`config.mk`:
```
export PLATFORM = sky130hd
export DESIGN_NAME = vsl_div_stage
export DESIGN_NICKNAME = d
export VERILOG_FILES = /design/src/hw/rtl/vsl_pkg.sv /design/src/hw/rtl/vsl_div_stage.sv
export SDC_FILE = /design/constraint.sdc
export NUM_CORES = 1
export LEC_CHECK = 0
export ABC_AREA = 0
export BUFFER_PORTS_ARGS = -buffer_cell sky130_fd_sc_hd__buf_2
export CORE_ASPECT_RATIO = 0.75
export CORE_UTILIZATION = 25
export CTS_BUF_LIST = sky130_fd_sc_hd__clkbuf_4 sky130_fd_sc_hd__clkbuf_8 sky130_fd_sc_hd__clkbuf_16
export DETAILED_ROUTE_END_ITERATION = 7
export HOLD_SLACK_MARGIN = 0.02
export SLEW_MARGIN = 10
export SYNTH_ARGS = -nofsm -noshare
export SYNTH_HDL_FRONTEND = slang
export SYNTH_SLANG_ARGS = --single-unit
```
`constraint.sdc`:
```
create_clock -name clk -period 9.6 [get_ports clk]
set_input_delay 2.88 -clock clk [delete_from_list [all_inputs] [get_ports clk]]
set_output_delay 2.88 -clock clk [all_outputs]
set_load 0.005 [all_outputs]
```
`src/hw/rtl/vsl_pkg.sv`:
```
// Shared types for the vector set-length pipeline.
// Holds the stage records passed between the square-root and divide stages.
// Depends on nothing.
package vsl_pkg;

  localparam int unsigned RootBits = 32;

  // Sign and magnitude of one vector request plus its target length.
  typedef struct packed {
    logic        neg_x;
    logic        neg_y;
    logic [31:0] ax;
    logic [31:0] ay;
    logic [30:0] len;
  } vsl_vec_t;

  // One step of the digit-by-digit square root.
  typedef struct packed {
    vsl_vec_t    vec;
    logic [63:0] rad;
    logic [31:0] root;
    logic [34:0] rem;
  } vsl_sqrt_t;

  // One step of the two restoring dividers that share a divisor.
  typedef struct packed {
    logic        neg_x;
    logic        neg_y;
    logic [31:0] m;
    logic [31:0] px;
    logic [31:0] py;
    logic [31:0] nx;
    logic [31:0] ny;
    logic [31:0] qx;
    logic [31:0] qy;
  } vsl_div_t;

endpackage

```
`src/hw/rtl/vsl_div_stage.sv`:
```
// One registered stage of the two restoring dividers: one quotient bit each.
// Depends on vsl_pkg.
module vsl_div_stage (
  input  logic               clk,
  input  logic               rst,
  input  logic               en,
  input  logic               v_in,
  input  vsl_pkg::vsl_div_t  d_in,
  output logic               v_out,
  output vsl_pkg::vsl_div_t  d_out
);

  logic [32:0]       tx;
  logic [32:0]       ty;
  logic [32:0]       dm;
  vsl_pkg::vsl_div_t d_next;

  // Shift in the next dividend bit and subtract the divisor where it fits.
  always_comb begin
    tx     = {d_in.px, d_in.nx[31]};
    ty     = {d_in.py, d_in.ny[31]};
    dm     = {1'b0, d_in.m};
    d_next = d_in;
    d_next.nx = {d_in.nx[30:0], 1'b0};
    d_next.ny = {d_in.ny[30:0], 1'b0};
    if (tx >= dm) begin
      d_next.px = 32'(tx - dm);
      d_next.qx = {d_in.qx[30:0], 1'b1};
    end else begin
      d_next.px = tx[31:0];
      d_next.qx = {d_in.qx[30:0], 1'b0};
    end
    if (ty >= dm) begin
      d_next.py = 32'(ty - dm);
      d_next.qy = {d_in.qy[30:0], 1'b1};
    end else begin
      d_next.py = ty[31:0];
      d_next.qy = {d_in.qy[30:0], 1'b0};
    end
  end

  always_ff @(posedge clk) begin
    if (rst) begin
      v_out <= 1'b0;
    end else if (en) begin
      v_out <= v_in;
    end
  end

  always_ff @(posedge clk) begin
    if (en) begin
      d_out <= d_next;
    end
  end

endmodule

```
### After elaboration in Yosys (flattened, before gate mapping)

Cells that the tools add are included.

| word-level totals | value |
|---|---|
| bits of input ports | 230 |
| logic and storage cells | 18 |
| output and inout bits | 227 |
| bits in registers | 225 |

| operators by class | value |
|---|---|
| mux-type cells | 4 |
| $lt $le $gt $ge | 2 |
| add/subtract/negate cells | 2 |

Operator list:

| cell | number |
|---|---|
| $ge A33 B32 Y1 | 2 |
| $mux W32 | 2 |
| $sub A32 B32 Y32 | 2 |
| $mux W1 | 2 |

### Longest topological paths before layout

Gate-level depths: netlist (run 1).

| depth | value |
|---|---|
| depth in word-level cells | 2 |
| depth in mapped cells | 14 |
| depth with buffers taken out | 12 |

### Worst setup path after synthesis (run 1)

Ideal clock, no wire load.

| timing | value |
|---|---|
| path type | input-to-reg |
| from | input d_in[209] (netlist name) |
| to | register d_out[174] (netlist name) (data pin) |
| stages | 11 |
| path slack | 4.293 ns |
| buffers on the path | 0 |
| arrival | 5.047 ns |
| path through | inv_1 -> ha_1 -> and3_1 -> nand4_1 -> or3_1 -> o41a_1 -> and3_1 -> a21oi_2 -> nand2_2 -> inv_2 -> mux2_2 |

RTL lines:

| what | line | source |
|---|---|---|
| start: declaration | vsl_div_stage.sv:8 | `input vsl_pkg::vsl_div_t d_in,` |
| end signal: assignment | vsl_div_stage.sv:52 | `d_out <= d_next;` |
| end: declaration | vsl_div_stage.sv:10 | `output vsl_pkg::vsl_div_t d_out` |

==> impl_metrics.yaml, run 1 <==
outcome:
  status: "finished clean"
grt:
  grt_max_degree: 126
  grt_pass1_wl_um: 59270
  grt_pass1_vias: 8866
  antenna_found_initial: 18
  gr-total-overflow: 0
  grt_usage_pct: 18.34
sta:
  tns_ns: 0
  hold_viol: 0
  max_freq_ghz: 0.1711
  rsz0062_at_grt: "no"
  finalClockSkew_ns: 0
  period_needed_ns: 5.843
  drv_slew: 0
  fin_crit_sh_pct: 60.87
  setup_viol: 0
  worst_pin_slew_ns: 1.022
  hold-worst-slack_ns: 0.5210
  relSlewSlack_pct: 31.86
  layout_setup_ws_ns: 3.757
synthesis:
  synth-warning-count: 0
  ys_ff_latch: 225
  synth_top_area_cell: "edfxtp_1"
  syn_area_per_cell_um2: 12.28
  synth_top_area_share_pct: 61.41
  async_reset_ff_share_pct: 0
  yosys-top-cells-area: "edfxtp_1 (61%), ha_1 (7.3%), nand2_1 (3.3%), o21ai_0 (3.2%), a21oi_1 (2.9%)"
  synthTopCellsByCount: "edfxtp_1 (224), nand2_1 (97), o21ai_0 (70)"
  synth_cell_types: 57
  syn_area_um2: 10950
  synth_most_common_cell: "edfxtp_1"
  synthCells: 892
  synth_edf_count: 224
  ys_seq_area_share_pct: 61.59
  synth_ff_type: "edfxtp_1"
min_path:
  min_path_cells: 2
  hold_path.class: "register to register"
floorplan:
  die_w_um: 243.7
  io-pin-count: 457
  initial_core_util_pct: 25.31
  core_um2: 43270
  die_h_um: 183.3
  dieArea_um2: 44660
  rows: 66
placement:
  post-place-ws_ns: 3.130
  dp_hpwl_um: 34740
  routabilityCongestion: 0.8947
  port_buffers: 452
final_layout:
  drive_gt1_share_pct: 38.08
  utilization_pct: 34.03
  fin_nets: 1644
  area.growth.synth_to_final_pct: 34.43
clock_tree:
  cts_resized: 0
  clock_latency_ns: 0.57
  cts_tree: "yes"
  cts_hold_buffers: 0
  cts_sinks: 225
  root_buffer: "clkbuf_16"
  cts_setup_buffers: 0
  cts_buffer_depth: 3
  htreeDepth: 1
  clkTransAtPathRegs_ns: 0.06
  cts-buffers-inserted: 27
drt:
  wirelength_um: 42600
  postRouteAntennaNets: 0
  drt_iter0_markers: 645
  drc: 0
  avgRoutedWirePerCell_um: 21.84
  viasPerCell: 4.581
  vias: 8932
  dr.pass1.iters: 5
power:
  power_density_nw_per_um2: 190.1
  ir_drop_mv: 0.1284
  finalPower_w: 0.002800
  power.leakage_nw: 6.409
setup_path:
  startpoint_type: "primary input"
  cp_max_fo: 33
  rr_worst_depth: 2
  cp_data_required_time_ns: 9.88
  crit_type: "primary input to register"
  cp_slowest_stage_delay_ns: 0.46
  cp-end-kind: "register"
  cpMaxStageDelayCell: "ha_1"
  path_common_cell: "and3_1"
  cp_cell_sequence: "buf_2 > inv_1 > ha_1 > and3_1 > nand4_1 > or3_1 > o41a_1 > and3_1 > a21oi_2 > nand2_2 > buf_4 > nand2_1 > o21ai_1"
  crit_arrival_ns: 6.12
job:
  cap_violations: 0
==> worst paths after layout <==
kind	slack (ns)	start	end
max	3.76	d_in[209]	d_out[184]
min	0.52	v_out	v_out
max reg2reg	9.00	v_out	v_out
min reg2reg	0.52	v_out	v_out
==> cells in the final DEF, fill, tap and decap left out, drive strengths merged, types with 7 or more instances in the layout <==
cell,synthesis,layout
inv,56,58
a31oi,10,10
buf,10,456
clkbuf,20,31
nor2b,9,9
a21oi,65,65
nor2,29,29
clkinv,0,13
nand4,15,15
nand3,25,25
nor3,7,7
ha,64,64
and3,9,9
xnor2,26,26
a21o,25,25
edfxtp,224,224
o21bai,13,13
nand2,99,99
xor2,30,30
o21ai,89,89
==> routing by layer <==
metal / vias up / GRT usage, % / routed length [um]
met3: 91 / 5.780 / 3078
met2: 322 / 33.27 / 21710
met5: - / 0 / 153
met4: 22 / 5.900 / 1479
li1: 4229 / - / -
met1: 4268 / 20.29 / 16180
==> logic make-up (layout without fill, tap and decap cells) <==
group	Yosys count	after routing	share of synthesized area, %
other	1	6	0.03424
XOR/XNOR	56	56	4.478
buffers and inverters	86	561	3.278
AO/OA/AOI/OAI	238	238	13.18
multiplexers	8	8	0.7996
AND/OR/NAND/NOR	212	212	8.956
flip-flops	225	225	61.59
adder cells (fa/ha/maj)	66	66	7.677
==> where the power goes <==
group	total (W)	switching (W)	internal (W)
logic	0.000542	0.000322	0.000220
registers	0.00124	0.0000283	0.00121
clock network	0.00102	0.000437	0.000585
==> per-stage QoR <==
stage,instance area [um^2],cells
2_1_floorplan,10960,893
5_1_grt,14720,1948
3_3_place_gp,13840,1897
3_5_place_dp,13840,1897
6_report,14720,1950
4_1_cts,14710,1946
==> flip-flops by register name, summed over array words and instances, names as in the netlist <==
register,flops
d_out,224
v_out,1
==> final cells by class <==
class,instances,area (um^2)
antenna,4,10.01
inverter,56,210.2
sequential,225,6746
clock buffer,31,705.7
timing repair buffer,456,2302
fill,4419,28550
clock inverter,18,166.4
multi-input combinational,582,3860
tap,578,723.2
==> critical path: cells and delay by family <==
family                   cells  cell delay, ns
adder cells (fa/ha/maj)      1            0.46
AO/OA/AOI/OAI                3            0.69
AND/OR/NAND/NOR              6            1.48
buffers and inverters        3            0.60
(Power assumes the default switching activity.)
==> inputs of run 2 (changes only) <==
--- a/config.mk
+++ b/config.mk
@@ -5,7 +5,7 @@
 export SDC_FILE = /design/constraint.sdc
 export NUM_CORES = 1
 export LEC_CHECK = 0
-export ABC_AREA = 0
+export ABC_AREA = 1
 export BUFFER_PORTS_ARGS = -buffer_cell sky130_fd_sc_hd__buf_2
 export CORE_ASPECT_RATIO = 0.75
 export CORE_UTILIZATION = 25
==> constraint.sdc (replaced) <==
create_clock -name clk -period 4.87 [get_ports clk]
set_input_delay 1.461 -clock clk [delete_from_list [all_inputs] [get_ports clk]]
set_output_delay 1.461 -clock clk [all_outputs]
set_load 0.005 [all_outputs]
==> impl_metrics.yaml, run 2 <==
setup_path:
  cp_cell_sequence: "buf_2 > inv_1 > ha_1 > nand2_1 > inv_1 > nand2_1 > nand2_1 > nand2_1 > nand2_1 > nand2_1 > nand3_1 > nor2_4 > nand2_8 > nand2_1 > nand2_1"
  cp_data_required_time_ns: 5.17
  rr_worst_depth: 2
  crit_arrival_ns: 4.09
  path_common_cell: "nand2_1"
  cpMaxStageDelayCell: "nor2_4"
  cp_slowest_stage_delay_ns: 0.68
  cp-end-kind: "register"
  crit_type: "primary input to register"
  startpoint_type: "primary input"
  cp_max_fo: 33
grt:
  gr-total-overflow: 0
  grt_max_degree: 77
  antenna_found_initial: 13
  grt_pass1_wl_um: 69440
  grt_usage_pct: 17.26
  grt_pass1_vias: 11320
drt:
  wl_met3_um: 3301
  avgRoutedWirePerCell_um: 17.23
  wirelength_um: 47890
  drc: 0
  postRouteAntennaNets: 0
  drt_iter0_markers: 922
  vias: 11890
  wl_met1_um: 21650
  routed.top_layer: "met5"
  dr.pass1.iters: 5
  route.met2.wl_um: 21730
  viasPerCell: 4.277
sta:
  worst_pin_slew_ns: 0.8734
  tns_ns: 0
  max_freq_ghz: 0.2640
  finalClockSkew_ns: 0
  relSlewSlack_pct: 41.64
  setup_viol: 0
  hold_viol: 0
  rsz0062_at_grt: "no"
  hold-worst-slack_ns: 0.5134
  drv_slew: 0
  fin_crit_sh_pct: 77.77
  period_needed_ns: 3.788
synthesis:
  synth_cell_types: 38
  synth_most_common_cell: "nand2_1"
  synth_top_area_cell: "edfxtp_1"
  synth_ff_type: "edfxtp_1"
  synth_top_area_share_pct: 50.94
  syn_area_per_cell_um2: 8.331
  async_reset_ff_share_pct: 0
  synthCells: 1585
  yosys-top-cells-area: "edfxtp_1 (51%), nand2_1 (17%), inv_1 (8.4%), ha_1 (6.1%), nand3_1 (4.7%)"
  synth_edf_count: 224
  synthTopCellsByCount: "nand2_1 (615), inv_1 (295), edfxtp_1 (224)"
  syn_area_um2: 13200
  ys_seq_area_share_pct: 51.09
  ys_ff_latch: 225
  synth-warning-count: 0
placement:
  dp_hpwl_um: 39190
  port_buffers: 452
  place_inst: 2727
  routabilityCongestion: 0.9271
final_layout:
  final_common_cell: "nand2_1"
  area.growth.synth_to_final_pct: 29.39
  largest_register_ff_count: 224
  drive_gt1_share_pct: 27.15
  reg_top3: "d_out (224), v_out (1)"
  utilization_pct: 32.92
  seq_area_um2: 6746
  multi_input_area_um2: 5140
  fin_nets: 2349
  layout.cells.non_filler: 2779
  layout_common_cells: "nand2_1 (615), buf_2 (451), inv_1 (295)"
  largest-register: "d_out"
  fill_cells: 5544
clock_tree:
  cts_sinks: 225
  cts_tree: "yes"
  cts_setup_buffers: 0
  htreeDepth: 1
  clock_latency_ns: 0.55
  cts-buffers-inserted: 27
  clkTransAtPathRegs_ns: 0.06
  cts_resized: 0
  cts_buffer_depth: 3
  cts_hold_buffers: 0
  root_buffer: "clkbuf_16"
power:
  finalPower_w: 0.005613
  power.leakage_nw: 8.918
  ir_drop_mv: 0.2429
  power_density_nw_per_um2: 328.6
floorplan:
  core_um2: 51890
  dieArea_um2: 53750
  die_w_um: 267.4
  io-pin-count: 457
  initial_core_util_pct: 25.45
  die_h_um: 201.0
  rows: 72
min_path:
  hold_path.class: "register to register"
  min_path_cells: 2
job:
  cap_violations: 0
outcome:
  status: "finished clean"
run 2: cell count changes after synthesis, moves of 24 or more:
cell / before / now
nand2_1: 97 / 615
inv_1: 55 / 295
nand3_1: 25 / 124
o21ai_0: 70 / 0
nor2_1: 29 / 76
nand2_2: 2 / 31
a21oi_1: 64 / 36
a21o_1: 25 / 1
xnor2_1: 26 / 2
run 2: cell families (layout without fill, tap and decap cells):
group,count (synthesis),count (layout),share of synthesized area (%)
AO/OA/AOI/OAI,40,40,1.601
XOR/XNOR,28,28,1.857
adder cells (fa/ha/maj),66,66,6.368
buffers and inverters,320,808,10.01
flip-flops,225,225,51.09
multiplexers,1,1,0.07581
other,1,4,0.02840
AND/OR/NAND/NOR,904,904,28.97
run 2: power breakdown:
| group | leakage (nW) | switching (W) | internal (W) |
|---|---|---|---|
| combinational | 6.30 | 0.000766 | 0.000448 |
| sequential | 2.20 | 0.0000606 | 0.00237 |
| clock | 0.418 | 0.000850 | 0.00112 |
| total | 8.92 | 0.00168 | 0.00394 |
run 2: critical path, delay by kind of cell:
kind	cells	cell delay [ns]
adder cells (fa/ha/maj)	1	0.34
buffers and inverters	3	0.37
AND/OR/NAND/NOR	11	1.87
run 2: metrics by stage:
step | setup slack, ns | instance area, um^2
after floorplan | 1.775 | 13210
after global placement | 0.5723 | 16230
after detailed placement | 0.5319 | 16230
after CTS | 1.144 | 17080
after global routing | 0.9191 | 17080
final | 1.082 | 17080
run 2: layout make-up:
class                      instances  share of cell area [%]
antenna                            2                 0.02930
clock buffer                      35                   4.306
clock inverter                    15                  0.6884
inverter                         299                   6.570
multi-input combinational       1041                   30.09
sequential                       225                   39.49
tap                              703                   5.149
timing repair buffer             459                   13.68
run 2: path summary, 6_finish.rpt:
| kind | startpoint | endpoint | slack, ns |
|---|---|---|---|
| min reg2reg | v_out | v_out | 0.51 |
| max | d_in[212] | d_out[160] | 1.08 |
| max reg2reg | v_out | v_out | 4.29 |
| min | v_out | v_out | 0.51 |
run 2: routing by layer:
metal | global-route usage (%) | up-vias
met3 | 3.852 | 74
met5 | 0 | -
li1 | - | 5920
met2 | 27.27 | 359
met4 | 3.961 | 18
met1 | 23.84 | 5516
==> inputs of run 3 (changes only) <==
--- a/config.mk
+++ b/config.mk
@@ -5,7 +5,7 @@
 export SDC_FILE = /design/constraint.sdc
 export NUM_CORES = 1
 export LEC_CHECK = 0
-export ABC_AREA = 1
+export ABC_AREA = 0
 export BUFFER_PORTS_ARGS = -buffer_cell sky130_fd_sc_hd__buf_2
 export CORE_ASPECT_RATIO = 0.75
 export CORE_UTILIZATION = 25
==> constraint.sdc (replaced) <==
create_clock -name clk -period 3.8 [get_ports clk]
set_input_delay 1.14 -clock clk [delete_from_list [all_inputs] [get_ports clk]]
set_output_delay 1.14 -clock clk [all_outputs]
set_load 0.005 [all_outputs]
==> impl_metrics.yaml, run 3 (synthesized netlist as in run 1, its figures left out) <==
sta:
  finalClockSkew_ns: 0
  relSlewSlack_pct: 57.97
  worst_pin_slew_ns: 0.6262
  period_needed_ns: 3.526
  max_freq_ghz: 0.2836
  setup_viol: 0
  hold_viol: 0
  drv_slew: 0
  fin_crit_sh_pct: 92.79
  hold-worst-slack_ns: 0.5147
  rsz0062_at_grt: "no"
clock_tree:
  cts-buffers-inserted: 27
  cts_resized: 0
  cts_setup_buffers: 0
  cts_hold_buffers: 0
  root_buffer: "clkbuf_16"
  clock_latency_ns: 0.56
  cts_buffer_depth: 3
  htreeDepth: 1
  clkTransAtPathRegs_ns: 0.06
  cts_tree: "yes"
  cts_sinks: 225
power:
  ir_drop_mv: 0.3571
  finalPower_w: 0.007387
  power.leakage_nw: 7.113
  p_comb_share_pct: 20.9
  p_seq_share_pct: 42.2
  power_density_nw_per_um2: 465.8
  p_clk_share_pct: 36.9
  p_int_w: 0.005365
  switchingPower_w: 0.002022
  sw_frac_of_total_pct: 27.37
final_layout:
  largest_register_ff_count: 224
  largest-register: "d_out"
  layout_common_cells: "buf_2 (451), edfxtp_1 (224), buf_4 (138)"
  fin_nets: 1782
  drive_gt1_share_pct: 43.80
  area.growth.synth_to_final_pct: 44.80
  final_common_cell: "buf_2"
  utilization_pct: 36.65
  reg_top3: "d_out (224), v_out (1)"
setup_path:
  setup.worst_path.start: "d_in[196]"
  cp_max_fo: 26
  r2r_start: "v_out"
  crit_arrival_ns: 3.85
  r2r_setup_slack_ns: 3.21
  cp_data_required_time_ns: 4.13
  crit_type: "primary input to register"
  startpoint_type: "primary input"
  cp-end-kind: "register"
drt:
  postRouteAntennaNets: 0
  viasPerCell: 4.466
  vias: 9320
  drc: 0
  avgRoutedWirePerCell_um: 20.60
  wirelength_um: 42990
  drt_iter0_markers: 548
  dr.pass1.iters: 7
outcome:
  status: "finished clean"
grt:
  grt_pass1_wl_um: 60210
  grt_max_degree: 62
  grt_usage_pct: 18.50
  grt_pass1_vias: 9260
  antenna_found_initial: 21
  gr-total-overflow: 0
placement:
  port_buffers: 452
  dp_hpwl_um: 35460
  routabilityCongestion: 0.8750
floorplan:
  io-pin-count: 457
  initial_core_util_pct: 25.31
  dieArea_um2: 44660
  die_w_um: 243.7
  core_um2: 43270
  rows: 66
  die_h_um: 183.3
min_path:
  hold_path.class: "register to register"
  holdCritStartpoint: "v_out"
job:
  cap_violations: 0
[run 3: changes by cell type in the layout (fill, tap and decap cells not counted), sizes merged, moves of 59 or more]
| cell | before | now |
|---|---|---|
| buf | 459 | 594 |
| inv | 301 | 59 |
| nand2 | 648 | 99 |
| nand3 | 127 | 25 |
| nor2 | 88 | 29 |
| o21ai | 0 | 89 |
[run 3: path summary, 6_finish.rpt]
check / cells after the start / end
worst max-delay path: 13 / d_out[150]
worst max register to register: 2 / v_out
worst min register to register: 2 / v_out
worst min-delay path: 2 / v_out
[run 3: area by class of cell]
class                           instances  area (um^2)
Antenna cell                            2        5.005
Clock buffer                           30        698.2
Clock inverter                         20        229.0
Fill cell                            4378        27410
Inverter                               56        210.2
Multi-Input combinational cell        582         3860
Sequential cell                       225         6746
Tap cell                              578        723.2
Timing Repair Buffer                  594         3388
[run 3: through the flow]
stage,worst slack (ns),instances,cell area [um^2],TNS (ns)
detailed placement,-0.2968,2035,14930,-8.004
CTS,0.2731,2085,15860,0
global route,0.1399,2087,15860,0
finish,0.2741,2087,15860,0
floorplan,0.2328,893,10960,0
global placement,-0.2935,2035,14930,-5.730
[run 3: worst max-delay path, cell delays in order]
cell and delay, ns:
buf_2 0.10, inv_1 0.08, buf_4 0.13, ha_1 0.34
nand3_1 0.14, o21bai_1 0.23, a311oi_2 0.43, o2111ai_1 0.19
a21oi_1 0.18, buf_4 0.16, a31oi_4 0.16, buf_12 0.21
o21ai_0 0.34
[run 3: power groups by stage]
stage / clock network (W) / logic (W) / registers (W)
floorplan: 0 / 0.000635 / 0.00320
global placement: 0 / 0.00155 / 0.00317
detailed placement: 0 / 0.00157 / 0.00317
CTS: 0.00280 / 0.00158 / 0.00312
global route: 0.00290 / 0.00170 / 0.00314
finish: 0.00272 / 0.00154 / 0.00312
[run 3: routing by layer]
metal	track usage [%]	part of all wire (%)	routed length, um
met4	4.650	2.5	1086
met2	33.76	52	22200
met3	5.487	6.8	2909
met5	0	0.48	208
met1	20.99	39	16580
